## src/hdl/rgbc_pkg.sv

```systemverilog
// Package for the RGBA 2-D convolution block: shared types and constants.
// No dependencies; compile first.
package rgbc_pkg;
    localparam int CFG_W = 60;
    localparam int CFG_IDX_W = 3;
    localparam logic [CFG_IDX_W-1:0] REG_KSIZE = 3'd0;
    localparam logic [CFG_IDX_W-1:0] REG_WIDTH = 3'd1;
    localparam logic [CFG_IDX_W-1:0] REG_HEIGHT = 3'd2;
    localparam logic [CFG_IDX_W-1:0] REG_ROW0 = 3'd3;
    localparam int PACKED_ROWS = 5;
    localparam int COEF_W = 12;
    localparam logic OP_PIXEL = 1'b0;
    localparam logic OP_FLUSH = 1'b1;

    typedef struct packed {
        logic [7:0] red;
        logic [7:0] green;
        logic [7:0] blue;
        logic [7:0] alpha;
    } t_pix;

    typedef struct packed {
        logic       op;
        logic [7:0] in_red;
        logic [7:0] in_green;
        logic [7:0] in_blue;
        logic [7:0] in_alpha;
    } t_in;

    typedef struct packed {
        logic [7:0] out_red;
        logic [7:0] out_green;
        logic [7:0] out_blue;
        logic [7:0] out_alpha;
        logic       frame_end;
    } t_out;

    // Round a Q.8 sum toward zero and clamp to a byte.
    function automatic logic [7:0] finish(input logic signed [31:0] s);
        logic signed [31:0] q;
        q = s >>> 8;
        if (s <= 0) return 8'd0;
        if (q > 32'sd255) return 8'd255;
        return q[7:0];
    endfunction
endpackage

```

## src/hdl/rgbc_mac.sv

```systemverilog
// Multiply-accumulate of one window row for three colors, registered.
// Depends on rgbc_pkg.
module rgbc_mac
    import rgbc_pkg::*;
#(
    parameter int K = 5
) (
    input  logic                     i_clk,
    input  logic                     i_en,
    input  t_pix                     i_pix [K],
    input  logic [K-1:0]             i_use,
    input  logic signed [COEF_W-1:0] i_coef [K],
    output logic signed [31:0]       o_sum [3]
);
    logic signed [31:0] n_sum [3];
    logic signed [31:0] r_sum [3];

    // sum products of the lanes in use
    always_comb begin
        for (int c = 0; c < 3; c++) n_sum[c] = '0;
        for (int j = 0; j < K; j++) begin
            if (i_use[j]) begin
                n_sum[0] += 32'(i_coef[j]) * 32'($signed({1'b0, i_pix[j].red}));
                n_sum[1] += 32'(i_coef[j]) * 32'($signed({1'b0, i_pix[j].green}));
                n_sum[2] += 32'(i_coef[j]) * 32'($signed({1'b0, i_pix[j].blue}));
            end
        end
    end

    always_ff @(posedge i_clk) begin
        if (i_en) r_sum <= n_sum;
    end
    assign o_sum = r_sum;
endmodule

```

## config.mk

```make
export PLATFORM = sky130hd
export DESIGN_NAME = rgbc_mac
export DESIGN_NICKNAME = d
export VERILOG_FILES = /design/src/hdl/rgbc_pkg.sv /design/src/hdl/rgbc_mac.sv
export SDC_FILE = /design/constraint.sdc
export NUM_CORES = 2
export LEC_CHECK = 0
export BUFFER_PORTS_ARGS = -buffer_cell sky130_fd_sc_hd__clkbuf_2
export CAP_MARGIN = 5
export CELL_PAD_IN_SITES_DETAIL_PLACEMENT = 1
export CELL_PAD_IN_SITES_GLOBAL_PLACEMENT = 1
export CORE_MARGIN = 5
export CORE_UTILIZATION = 46
export CTS_CLUSTER_DIAMETER = 40
export DETAILED_ROUTE_END_ITERATION = 10
export HOLD_SLACK_MARGIN = 0.1
export PLACE_DENSITY = 0.81
export SYNTH_ARGS = -nofsm -noshare
export SYNTH_HDL_FRONTEND = slang
export SYNTH_SLANG_ARGS = --single-unit
```

## constraint.sdc

```tcl
create_clock -name i_clk -period 26.4 [get_ports i_clk]
set_clock_uncertainty 0.2 [all_clocks]
set_input_delay 2.64 -clock i_clk [delete_from_list [all_inputs] [get_ports i_clk]]
set_output_delay 2.64 -clock i_clk [all_outputs]
set_load 0.02 [all_outputs]
```

; ---- After elaboration in Yosys (flattened, before gate mapping)
; Cells that the tools add are included.
[word_totals]
inputBits = 227
output_inout_bits = 96
regBits = 96
word_cells = 35
[op_classes]
mux = 5
mul = 15
addsub = 12
[op_table]
columns = cell, n
row1 = $mux 96, 5
row2 = $add 32x21->32, 12
row3 = $mul 12x9->21, 15

; ---- Longest topological paths before layout
[logic_depth]
ltp_word = 10
depth_mapped = 69
mapped_depth_nobuf = 68

; ---- Worst setup path after synthesis
; No wires, ideal clock.
[synth_timing]
path_kind = input port to flip-flop
startpoint = input port i_coef[56] in the netlist's numbering
endpoint = register r_sum, in the netlist o_sum[30], data pin
required_time_ns = 25.922
path_slack_ns = 10.754
arrival_time_ns = 15.168
setup_ns = 0.278
cell_stages = 58
path_buffers = 2
path_cell_list = clkbuf_1 nand2_1 fa_1 inv_1 fa_1 fa_1 inv_1 fa_1 inv_1 ha_1 o21ai_0 a21oi_1 o21ai_0 a21boi_0 o21ai_0 nor2b_1 xnor2_1 and2_1 [... 22 more ...] a31o_2 a211oi_1 nor2_1 and3_1 o31a_1 a21o_1 fa_1 inv_1 ha_1 a21o_1 a21o_1 a221o_1 o21bai_1 a21o_1 a21oi_1 o21ai_0 mux2_2 o221ai_1
[synth_lines]
columns = item, line
row1 = start: declaration, rgbc_mac.sv:12  ; input logic signed [COEF_W-1:0] i_coef [K],
row2 = end signal: assignment, rgbc_mac.sv:31  ; if (i_en) r_sum <= n_sum;
row3 = end: declaration, rgbc_mac.sv:16  ; logic signed [31:0] r_sum [3];

==> flow_metrics.py <==
metrics = {
    "outcome": {
        "status": "completed",
    },
    "critical_path": {
        "cp_slowest_cell": "a31oi_1",
        "worst-path-buf-inv": 7,
        "endpoint_kind": "register",
        "crit_type": "in -> reg",
        "critPathTopFamily": "adder cells",
        "cpPeakStageDelay_ps": 740,
        "cp.arrival_ps": 18230,
        "worstPathRequired_ps": 26340,
        "crit_path_max_fanout": 24,
        "start_kind": "primary input",
    },
    "synthesis": {
        "syn-num-nets": 11500,
        "yosysSeqAreaShare_pct": 3.75,
        "synth_common_cells": "inv_1 (2142), fa_1 (1506), nand2_1 (876)",
        "synth_top_flop_cell": "edfxtp_1",
        "synth_top_area_cell": "fa_1",
        "syn_avg_cell_area_um2": 8.57,
        "synth_cells": 8979,
        "yosys.cell_types.count": 90,
        "synth_seq_cells": 96,
        "syn_area_um2": 77000,
        "synth.area.top_cells": "fa_1 (39%), ha_1 (14%), inv_1 (10%)",
        "ys.warnings.count": 0,
        "synth_edf_count": 96,
        "yosysTopAreaCellShare_pct": 39.2,
        "async_reset_ff_share_pct": 0,
        "post-synth-top-count-cell": "inv_1",
    },
    "timing": {
        "rsz0062_at_grt": "false",
        "slew_headroom_pct": 10.0,
        "tns_ps": 0,
        "max_freq_mhz": 54.7,
        "final_max_slew_viol_count": 0,
        "setup_violations": 0,
        "tightest_slew_ps": 1340,
        "period_needed_ps": 18290,
        "hold_violations": 0,
        "finalCritPeriodShare_pct": 69.3,
    },
    "placed_design": {
        "io_buffers": 282,
        "gp_congestion": 0.941,
        "dpl.hpwl_um": 211000,
    },
    "route": {
        "drtAntennaViolNets": 0,
        "num_vias": 61800,
        "drt_wl_total_um": 245000,
        "drt_iter0_markers": 3272,
        "vias_per_cell": 5.52,
        "first_pass_iters": 5,
        "drc_errors": 0,
        "drt-wirelength-per-cell_um": 21.9,
    },
    "grt": {
        "grt_pass1_vias": 69400,
        "gr-total-overflow": 0,
        "grt_usage_pct": 28.3,
        "grt_max_degree": 70,
        "antenna_found_initial": 16,
        "grt_pass1_wl_um": 389000,
    },
    "clocking": {
        "root_buffer": "clkbuf_16",
        "cts_tree": "built",
        "clk_pin_slew_ps": 90,
        "cts_sinks": 96,
        "post-cts-setup-buffer-count": 0,
        "post_cts_resize_count": 0,
        "clk_path_buf_depth": 2,
        "htree_levels": 3,
        "cts_buffers": 9,
        "cts-hold-fix-buffers": 0,
    },
    "die": {
        "fp.dieW_um": 419,
        "initial_utilization_pct": 46.1,
        "die-area_um2": 176000,
        "ioPinCount": 323,
        "fp.dieH_um": 419,
        "core_area_um2": 167000,
        "core.rowCount": 150,
    },
    "finish": {
        "fin_util_pct": 48.2,
        "drive_above_1_share_pct": 5.36,
        "layout.nets": 11500,
        "syn2layout_area_growth_pct": 4.55,
        "largest_register_ffs": 96,
    },
    "min_path": {
        "hold_depth": 1,
        "hold_start": "i_en",
        "hp-class": "in -> reg",
        "hold_end": "o_sum[87]",
    },
    "run": {
        "maxCapViolCount": 0,
    },
}
-- layout make-up --
| type | instances | area, um^2 |
|---|---|---|
| Multi-Input combinational cell | 6413 | 64800 |
| Timing Repair Buffer | 307 | 1620 |
| Clock inverter | 7 | 90.1 |
| Fill cell | 19800 | 86400 |
| Tap cell | 2204 | 2760 |
| Clock buffer | 9 | 225 |
| Sequential cell | 96 | 2880 |
| Inverter | 2144 | 8050 |
| Antenna cell | 13 | 32.5 |
-- per-stage QoR --
step	hold slack (ps)	worst slack (ps)	cell area [um^2]	std cells
2_1_floorplan	2550	10750	77000	8979
3_3_place_gp	2890	8170	80100	11200
3_5_place_dp	2900	7840	80100	11200
4_1_cts	2450	8200	80400	11200
5_1_grt	2470	7220	80500	11200
6_report	2480	8110	80500	11200
-- layer usage --
layer | vias up | track usage, % | share of wire [%]
li1 | 27600 | - | -
met1 | 32300 | 36.9 | 42
met2 | 1501 | 48.0 | 48
met3 | 425 | 2.72 | 4.8
met4 | 0 | 12.8 | 5.3
met5 | - | 0 | 0
-- cells in the final DEF, fill, tap and decap left out, drive strengths merged, types with 94 or more instances in the layout --
cell type     n
a21o        157
a21oi       368
and2        875
clkbuf      287
edfxtp       96
fa         1506
ha          834
inv        2145
mux2         94
nand2       876
nor2        266
o21ai       250
xnor2       218
xor2        107
-- cell families after synthesis --
group / Yosys count / share of synthesized area, %
AND/OR/NAND/NOR: 2398 / 15.6
XOR/XNOR: 326 / 3.73
adder cells (fa/ha/maj): 2340 / 52.7
buffers and inverters: 2470 / 12.0
AO/OA/AOI/OAI: 1218 / 10.3
flip-flops: 96 / 3.75
multiplexers: 131 / 1.87
-- worst max path at each step --
stage,cells past startpoint,startpoint,slack (ps),end
2_1_floorplan,58,i_coef[56],10750,o_sum[30]
4_1_cts,59,i_coef[52],8200,o_sum[63]
6_report,59,i_coef[52],8110,o_sum[63]
3_3_place_gp,56,i_coef[55],8170,o_sum[63]
3_5_place_dp,56,i_coef[55],7840,o_sum[63]
5_1_grt,59,i_coef[52],7220,o_sum[63]
Power is left out: the tool's default activity adds up to more than one toggle a clock period on the data nets, which glitch-free logic cannot reach.
